==> config.mk <==
export PLATFORM = sky130hd
export DESIGN_NAME = websocket_frame_deframer_core
export DESIGN_NICKNAME = d
export VERILOG_FILES = /design/src/rtl/core/wsd_pkg.sv /design/src/rtl/core/wsd_parser.sv /design/src/rtl/core/wsd_out_reg.sv /design/src/rtl/core/websocket_frame_deframer_core.sv
export SDC_FILE = /design/constraint.sdc
export NUM_CORES = 1
export LEC_CHECK = 0
export BUFFER_PORTS_ARGS = -buffer_cell sky130_fd_sc_hd__buf_2
export CAP_MARGIN = 20
export CORE_UTILIZATION = 50
export DETAILED_ROUTE_END_ITERATION = 10
export HOLD_SLACK_MARGIN = 0.1
export PLACE_DENSITY = 0.76
export SYNTH_ARGS = -nofsm -noshare
export SYNTH_HDL_FRONTEND = slang
export SYNTH_SLANG_ARGS = --single-unit
==> constraint.sdc <==
create_clock -name clk -period 6.8 [get_ports clk]
set_input_delay 1.36 -clock clk [delete_from_list [all_inputs] [get_ports clk]]
set_output_delay 1.36 -clock clk [all_outputs]
set_load 0.02 [all_outputs]
==> src/rtl/core/wsd_pkg.sv <==
`default_nettype none
package wsd_pkg;

  localparam int COUNT_WIDTH_DEF = 32;

  // parse phases
  localparam logic [2:0] PH_HDR0    = 3'd0;
  localparam logic [2:0] PH_HDR1    = 3'd1;
  localparam logic [2:0] PH_EXTLEN  = 3'd2;
  localparam logic [2:0] PH_MASK    = 3'd3;
  localparam logic [2:0] PH_PAYLOAD = 3'd4;

  // header opcodes
  localparam logic [3:0] OP_CONT   = 4'h0;
  localparam logic [3:0] OP_TEXT   = 4'h1;
  localparam logic [3:0] OP_BINARY = 4'h2;
  localparam logic [3:0] OP_PING   = 4'h9;
  localparam logic [3:0] OP_PONG   = 4'hA;

  // message types
  localparam logic [2:0] MT_CONT   = 3'd0;
  localparam logic [2:0] MT_TEXT   = 3'd1;
  localparam logic [2:0] MT_BINARY = 3'd2;
  localparam logic [2:0] MT_PING   = 3'd3;
  localparam logic [2:0] MT_PONG   = 3'd4;

  // error codes
  localparam logic [1:0] ERR_NONE    = 2'd0;
  localparam logic [1:0] ERR_OPCODE  = 2'd1;
  localparam logic [1:0] ERR_TOO_LONG = 2'd2;

  // 7-bit length escapes
  localparam logic [6:0] LEN_EXT16 = 7'd126;
  localparam logic [6:0] LEN_EXT64 = 7'd127;

  localparam logic [3:0] EXT16_BYTES = 4'd2;
  localparam logic [3:0] EXT64_BYTES = 4'd8;
  localparam logic [3:0] KEY_BYTES   = 4'd4;

  // configuration register indexes
  localparam logic CFG_IDX_MASK   = 1'b0;
  localparam logic CFG_IDX_MAXLEN = 1'b1;

  localparam logic [31:0] MAX_LEN_RST = 32'd65536;

  typedef struct packed {
    logic [7:0] data_byte;
    logic       has_data;
    logic [2:0] message_type;
    logic       final_fragment;
    logic       frame_end;
    logic [1:0] error_code;
  } wsd_res_t;

endpackage
`default_nettype wire

==> src/rtl/core/wsd_parser.sv <==
`default_nettype none
module wsd_parser import wsd_pkg::*; #(
  parameter int COUNT_WIDTH = COUNT_WIDTH_DEF
) (
  input  wire logic        clk,
  input  wire logic        rst_n,
  input  wire logic        byte_fire,
  input  wire logic [7:0]  rx_byte,
  input  wire logic        cfg_mask_key,
  input  wire logic [31:0] cfg_max_len,
  output logic             res_vld,
  output wsd_res_t         res
);

  localparam int CMP_W = ((COUNT_WIDTH > 32) ? COUNT_WIDTH : 32) + 1;

  logic [2:0]             phase_r, phase_nxt;
  logic                   halted_r, halted_nxt;
  logic                   fin_r, fin_nxt;
  logic [2:0]             type_r, type_nxt;
  logic [3:0]             ext_r, ext_nxt;
  logic                   ovf_r, ovf_nxt;
  logic [COUNT_WIDTH-1:0] remain_r, remain_nxt;
  logic [31:0]            key_r, key_nxt;
  logic [1:0]             idx_r, idx_nxt;
  logic [31:0]            acc_r, acc_nxt;

  logic [COUNT_WIDTH-1:0] len_n;
  logic                   ovf_n;
  logic                   len_done;
  logic [CMP_W-1:0]       len_x;
  logic [31:0]            diff;
  logic                   too_long;
  logic [7:0]             key_byte;
  logic                   emit;
  logic [7:0]             e_data;
  logic                   e_has;
  logic                   e_end;
  logic [1:0]             e_err;

  assign len_x    = CMP_W'(len_n);
  assign diff     = cfg_max_len - acc_r;
  assign too_long = ovf_n || (acc_r > cfg_max_len) || (len_x > CMP_W'(diff));
  assign key_byte = key_r[{~idx_r, 3'b000} +: 8];

  always_comb begin
    phase_nxt  = phase_r;
    halted_nxt = halted_r;
    fin_nxt    = fin_r;
    type_nxt   = type_r;
    ext_nxt    = ext_r;
    ovf_nxt    = ovf_r;
    remain_nxt = remain_r;
    key_nxt    = key_r;
    idx_nxt    = idx_r;
    acc_nxt    = acc_r;
    len_n      = remain_r;
    ovf_n      = ovf_r;
    len_done   = 1'b0;
    emit       = 1'b0;
    e_data     = 8'd0;
    e_has      = 1'b0;
    e_end      = 1'b0;
    e_err      = ERR_NONE;

    if (byte_fire && !halted_r) begin
      case (phase_r)
        PH_HDR0: begin
          fin_nxt   = rx_byte[7];
          phase_nxt = PH_HDR1;
          case (rx_byte[3:0])
            OP_CONT:   type_nxt = MT_CONT;
            OP_TEXT:   type_nxt = MT_TEXT;
            OP_BINARY: type_nxt = MT_BINARY;
            OP_PING:   type_nxt = MT_PING;
            OP_PONG:   type_nxt = MT_PONG;
            default: begin
              // close and unknown opcodes stop the parser
              type_nxt   = MT_CONT;
              halted_nxt = 1'b1;
              phase_nxt  = phase_r;
              emit       = 1'b1;
              e_err      = ERR_OPCODE;
            end
          endcase
        end
        PH_HDR1: begin
          ovf_nxt    = 1'b0;
          ovf_n      = 1'b0;
          remain_nxt = '0;
          len_n      = COUNT_WIDTH'(rx_byte[6:0]);
          if (rx_byte[6:0] == LEN_EXT16) begin
            ext_nxt   = EXT16_BYTES;
            phase_nxt = PH_EXTLEN;
          end else if (rx_byte[6:0] == LEN_EXT64) begin
            ext_nxt   = EXT64_BYTES;
            phase_nxt = PH_EXTLEN;
          end else begin
            len_done = 1'b1;
          end
        end
        PH_EXTLEN: begin
          // bits shifted out past the counter width mark the length as too big
          ovf_n      = ovf_r | (remain_r[COUNT_WIDTH-1 -: 8] != 8'd0);
          len_n      = {remain_r[COUNT_WIDTH-9:0], rx_byte};
          remain_nxt = len_n;
          ovf_nxt    = ovf_n;
          ext_nxt    = ext_r - 4'd1;
          if (ext_r == 4'd1) len_done = 1'b1;
        end
        PH_MASK: begin
          key_nxt = {key_r[23:0], rx_byte};
          ext_nxt = ext_r - 4'd1;
          if (ext_r == 4'd1) begin
            idx_nxt = 2'd0;
            if (remain_r == '0) begin
              phase_nxt = PH_HDR0;
              emit      = 1'b1;
              e_end     = 1'b1;
            end else begin
              phase_nxt = PH_PAYLOAD;
            end
          end
        end
        PH_PAYLOAD: begin
          idx_nxt    = idx_r + 2'd1;
          remain_nxt = remain_r - COUNT_WIDTH'(1);
          emit       = 1'b1;
          e_has      = 1'b1;
          e_data     = rx_byte ^ key_byte;
          if (remain_r == COUNT_WIDTH'(1)) begin
            e_end     = 1'b1;
            phase_nxt = PH_HDR0;
          end
        end
        default: phase_nxt = PH_HDR0;
      endcase

      if (len_done) begin
        remain_nxt = len_n;
        ovf_nxt    = ovf_n;
        if (too_long) begin
          halted_nxt = 1'b1;
          emit       = 1'b1;
          e_err      = ERR_TOO_LONG;
        end else begin
          acc_nxt = fin_r ? 32'd0 : acc_r + len_x[31:0];
          key_nxt = 32'd0;
          idx_nxt = 2'd0;
          if (cfg_mask_key) begin
            ext_nxt   = KEY_BYTES;
            phase_nxt = PH_MASK;
          end else if (len_n == '0) begin
            phase_nxt = PH_HDR0;
            emit      = 1'b1;
            e_end     = 1'b1;
          end else begin
            phase_nxt = PH_PAYLOAD;
          end
        end
      end
    end

    res_vld            = emit;
    res.data_byte      = e_data;
    res.has_data       = e_has;
    res.message_type   = type_nxt;
    res.final_fragment = fin_nxt;
    res.frame_end      = e_end;
    res.error_code     = e_err;
  end

  always_ff @(posedge clk) begin
    if (!rst_n) begin
      phase_r  <= PH_HDR0;
      halted_r <= 1'b0;
      fin_r    <= 1'b0;
      type_r   <= MT_CONT;
      ext_r    <= 4'd0;
      ovf_r    <= 1'b0;
      remain_r <= '0;
      key_r    <= 32'd0;
      idx_r    <= 2'd0;
      acc_r    <= 32'd0;
    end else begin
      phase_r  <= phase_nxt;
      halted_r <= halted_nxt;
      fin_r    <= fin_nxt;
      type_r   <= type_nxt;
      ext_r    <= ext_nxt;
      ovf_r    <= ovf_nxt;
      remain_r <= remain_nxt;
      key_r    <= key_nxt;
      idx_r    <= idx_nxt;
      acc_r    <= acc_nxt;
    end
  end

endmodule
`default_nettype wire

==> src/rtl/core/wsd_out_reg.sv <==
`default_nettype none
module wsd_out_reg import wsd_pkg::*; (
  input  wire logic     clk,
  input  wire logic     rst_n,
  input  wire logic     load,
  input  wire wsd_res_t load_res,
  output logic          can_load,
  output logic          out_tvalid,
  input  wire logic     out_tready,
  output logic [7:0]    out_tdata,
  output logic [6:0]    out_tuser,
  output logic          out_tlast
);

  logic     vld_r, vld_nxt;
  wsd_res_t res_r;

  // the register frees up in the same cycle its transfer completes
  assign can_load = !vld_r || out_tready;

  always_comb begin
    vld_nxt = vld_r;
    if (can_load) vld_nxt = load;
  end

  always_ff @(posedge clk) begin
    if (!rst_n) begin
      vld_r <= 1'b0;
    end else begin
      vld_r <= vld_nxt;
    end
  end

  always_ff @(posedge clk) begin
    if (can_load && load) res_r <= load_res;
  end

  assign out_tvalid = vld_r;
  assign out_tdata  = res_r.data_byte;
  assign out_tuser  = {res_r.error_code, res_r.final_fragment, res_r.message_type,
                       res_r.has_data};
  assign out_tlast  = res_r.frame_end;

endmodule
`default_nettype wire

==> src/rtl/core/websocket_frame_deframer_core.sv <==
`default_nettype none
// channel  direction  ports                        contents
// in       slave      in_tvalid/tready/tdata       one received frame byte
// out      master     out_tvalid/tready/tdata/...  one payload byte, marker or error
// cfg      write      cfg_we/addr/wdata            mask-key mode, message length limit
//
// one byte per cycle while in_tready is high; each byte is handled by the header/counter logic in the
// cycle it transfers and its result lands in the output register
// header, length and mask key bytes give an output transfer only for an error or the end of an empty frame
// rst_n is synchronous; the parser restarts at the first header byte
// in_tready drops only while the output register holds a result not yet taken
module websocket_frame_deframer_core import wsd_pkg::*; #(
  parameter int COUNT_WIDTH = COUNT_WIDTH_DEF
) (
  input  wire logic        clk,
  input  wire logic        rst_n,
  input  wire logic        in_tvalid,
  output logic             in_tready,
  input  wire logic [7:0]  in_tdata,   // rx_byte
  output logic             out_tvalid,
  input  wire logic        out_tready,
  output logic [7:0]       out_tdata,  // data_byte
  output logic [6:0]       out_tuser,  // has_data, message_type[2:0], final_fragment,
                                       // error_code[1:0]
  output logic             out_tlast,  // frame_end
  input  wire logic        cfg_we,
  input  wire logic        cfg_addr,
  input  wire logic [31:0] cfg_wdata
);

  logic        mask_key_r;
  logic [31:0] max_len_r;
  logic        can_load;
  logic        byte_fire;
  logic        res_vld;
  wsd_res_t    res;

  always_ff @(posedge clk) begin
    if (!rst_n) begin
      mask_key_r <= 1'b0;
      max_len_r  <= MAX_LEN_RST;
    end else if (cfg_we) begin
      case (cfg_addr)
        CFG_IDX_MASK:   mask_key_r <= cfg_wdata[0];
        CFG_IDX_MAXLEN: max_len_r  <= cfg_wdata;
        default: ;
      endcase
    end
  end

  assign in_tready = can_load;
  assign byte_fire = in_tvalid && in_tready;

  wsd_parser #(
    .COUNT_WIDTH(COUNT_WIDTH)
  ) u_parser (
    .clk          (clk),
    .rst_n        (rst_n),
    .byte_fire    (byte_fire),
    .rx_byte      (in_tdata),
    .cfg_mask_key (mask_key_r),
    .cfg_max_len  (max_len_r),
    .res_vld      (res_vld),
    .res          (res)
  );

  wsd_out_reg u_out_reg (
    .clk        (clk),
    .rst_n      (rst_n),
    .load       (res_vld),
    .load_res   (res),
    .can_load   (can_load),
    .out_tvalid (out_tvalid),
    .out_tready (out_tready),
    .out_tdata  (out_tdata),
    .out_tuser  (out_tuser),
    .out_tlast  (out_tlast)
  );

endmodule
`default_nettype wire
==> reports/metrics.cfg <==
[layout]
final_common_cell = nand2_1
register_area_sq_um = 3380
drive_above_1_share_pct = 10.3
final_nets = 1674
diodes = 0
n_fill_cell = 2128
mostFrequentLayoutCells = nand2_1, a21oi_1, dfxtp_1
fin_util_pct = 56.4
multi_input_area_sq_um = 7760
area_growth_pct = 9.81

[synth]
seq_area_frac_synth_pct = 28.8
syn_area_sq_um = 11700
syn_avg_cell_area_sq_um = 7.72
ys_types = 79
yosysTopAreaCell = dfxtp_1
synth_top_area_share_pct = 24.7
synth_edf_count = 16
synthFlopType = dfxtp_1
yosys_warnings = 0
synth.area.top_cells = dfxtp_1, ha_1, a21oi_1, nand2_1, edfxtp_1
syn_inst = 1519
synth_fp_nets = 1666
async_flop_share_pct = 0
synth_seq_cells = 161

[floorplan]
dieHeight_um = 155
core_sq_um = 22800
initial_core_util_pct = 51.4
rows = 55
die_area_sq_um = 24100
fp.dieW_um = 155
pin_count = 64

[clock_tree]
cts_tree = yes
insertion_delay_ns = 0.46
clock_path_buffers = 2
cts_made_buffers = 17
clkTransAtPathRegs_ns = 0.08
post_cts_buffers = 0
clock-sinks = 161
cts_root_buffer = clkbuf_16
hold_buffers = 0
cts.htree.levels = 4

[grt]
grt_max_degree = 72
antenna_found_initial = 0
grt_pass1_wl_um = 53300
grt_overflow = 0
first_global_vias = 10500
gr-usage-all-layers_pct = 27.6

[drt]
routed_via_density = 6.08
drt_iter0_markers = 1138
met3_length_um = 2030
wl_per_cell_um = 17.6
routed.top_layer = met4
ant_nets = 0
via_count = 11300
drt_first_pass_iters = 6
routed_wl_um = 32600
met1Wirelength_um = 14100
drc = 0
dr_wl_met2_um = 15700

[outcome]
status = finished clean

[pwr]
switchingPower_mw = 1.06
seqPwrFrac_pct = 36.5
p_per_area_nw_per_um2 = 223
intPower_mw = 1.82
combPwrFrac_pct = 28.0
switching_share_pct = 36.9
leakagePower_nw = 5.24
ir_drop_mv = 0.143
p_clk_share_pct = 35.5

[worst_setup_path]
path_cells = inv_1, ha_1, and4_1, and3_1, nand3_1, a211oi_1, nor2_1, a211oi_1, nor3_1, o41ai_1, a41oi_1, xor2_1, ha_1, nand4_1, nor2_1, and4_1, nand4_1, or3_1, o2bb2ai_1, nand2_1, o21ba_2, o21ai_0, inv_2
cp-startpoint = u_parser.acc_r[13]
slowest_stage = o41ai_1
required_ns = 6.96
rr_startpoint = u_parser.acc_r[13]
crit_arrival_ns = 6.65
cp-start-kind = flip-flop
worst_path_largest_cell_delay_ns = 0.58
endpoint_kind = flip-flop
path_delay_family = compound AO/OA/AOI/OAI gates
worstPathBufferInverterCount = 2
path_class = flip-flop to flip-flop
cp_max_fo = 16

[place]
dpl.hpwl_um = 22700
place_congestion = 0.909
port_buffers = 63

[sta]
slew_headroom_pct = 34.4
tightestPinTransition_ns = 0.975
rsz0062_at_grt = no
setup_violations = 0
min_period_ns = 6.49
hold_viol_final = 0
clock_skew_ns = 0.0175
tns_ns = 0
fin_crit_sh_pct = 95.4
finalMaxSlewViolations = 0
fmax_ghz = 0.154

[run]
maxCapViolCount = 0

[hold_path]
min_from = u_parser.key_r[28]
holdCritPathClass = flip-flop to flip-flop

## metal layers
metal / up-vias / track usage, %
li1: 5480 / -
met1: 5286 / 35.0
met2: 434 / 47.0
met3: 72 / 4.79
met4: 0 / 9.76
met5: - / 0
## cell type report
type | instances | area share, %
multi-input combinational | 1204 | 60.2
sequential | 161 | 26.3
timing repair buffer | 83 | 3.81
clock buffer | 17 | 3.30
tap | 313 | 3.04
inverter | 60 | 1.75
clock inverter | 15 | 1.60
## final timing paths
kind / endpoint / slack, ns / cells past startpoint
max: u_out_reg.out_tdata[7] / 0.31 / 23
min: u_parser.key_r[28] / 0.46 / 2
max reg2reg: u_out_reg.out_tdata[7] / 0.31 / 23
min reg2reg: u_parser.key_r[28] / 0.46 / 2
## power by group through the flow
stage / Sequential [mW] / Clock, mW / Combinational, mW
finish: 1.05 / 1.02 / 0.806
global route: 1.05 / 1.07 / 0.882
CTS: 1.05 / 1.03 / 0.791
detailed placement: 1.07 / 0 / 0.783
global placement: 1.07 / 0 / 0.765
floorplan: 1.06 / 0 / 0.591
## stage by stage
step	hold WS, ns	worst slack (ns)	instances	cell area (sq um)	power (mW)
floorplan	0.433	1.49	1519	11700	1.65
global placement	0.438	0.680	1819	12200	1.83
detailed placement	0.448	0.329	1820	12200	1.85
CTS	0.459	0.277	1852	12900	2.87
global route	0.477	0.0887	1853	12900	3.01
finish	0.457	0.312	1853	12900	2.88
## flip-flops by register name, indices dropped and copies added (netlist names)
signal,count
max_len_r,32
u_parser.remain_r,32
u_parser.acc_r,32
u_out_reg.out_tvalid,1
u_out_reg.out_tlast,1
u_parser.key_r,32
mask_key_r,1
u_parser.ovf_r,1
u_out_reg.out_tuser,7
u_parser.idx_r,2
u_parser.phase_r,3
u_parser.halted_r,1
u_out_reg.out_tdata,8
u_parser.ext_r,4
u_parser.fin_r,1
u_parser.type_r,3
## logic make-up after synthesis
| logic type | share of synthesized area (%) |
|---|---|
| and+or+nand+nor | 22.8 |
| AOI/OAI and AO/OA | 24.4 |
| DFF | 28.8 |
| buffers and inverters | 5.04 |
| adders and majority gates | 10.9 |
| xor gates and xnor gates | 5.08 |
| muxes | 2.94 |
## tightest hold or removal path, stage by stage (launching register included)
cell and delay, ns:
dfxtp_1 0.31, nand2_1 0.05, a21oi_1 0.05
## repair_timing
action | 4_1_cts | 5_1_grt
endpoints found under the hold margin | 0 | 0
setup endpoints to repair | 0 | 16
resized for setup | 0 | 1
## synthesized netlist by cell type, types with 17 or more instances
cell / count
a211oi_1: 17
a21o_1: 48
a21oi_1: 171
a22o_1: 27
and2_1: 20
and3_1: 17
clkbuf_1: 80
dfxtp_1: 145
ha_1: 99
inv_1: 60
nand2_1: 219
nand3_1: 26
nor2_1: 121
nor3_1: 53
o21ai_0: 67
or3_1: 17
xnor2_1: 40
xor2_1: 28
Note: power is estimated with default switching activity, not from simulation.
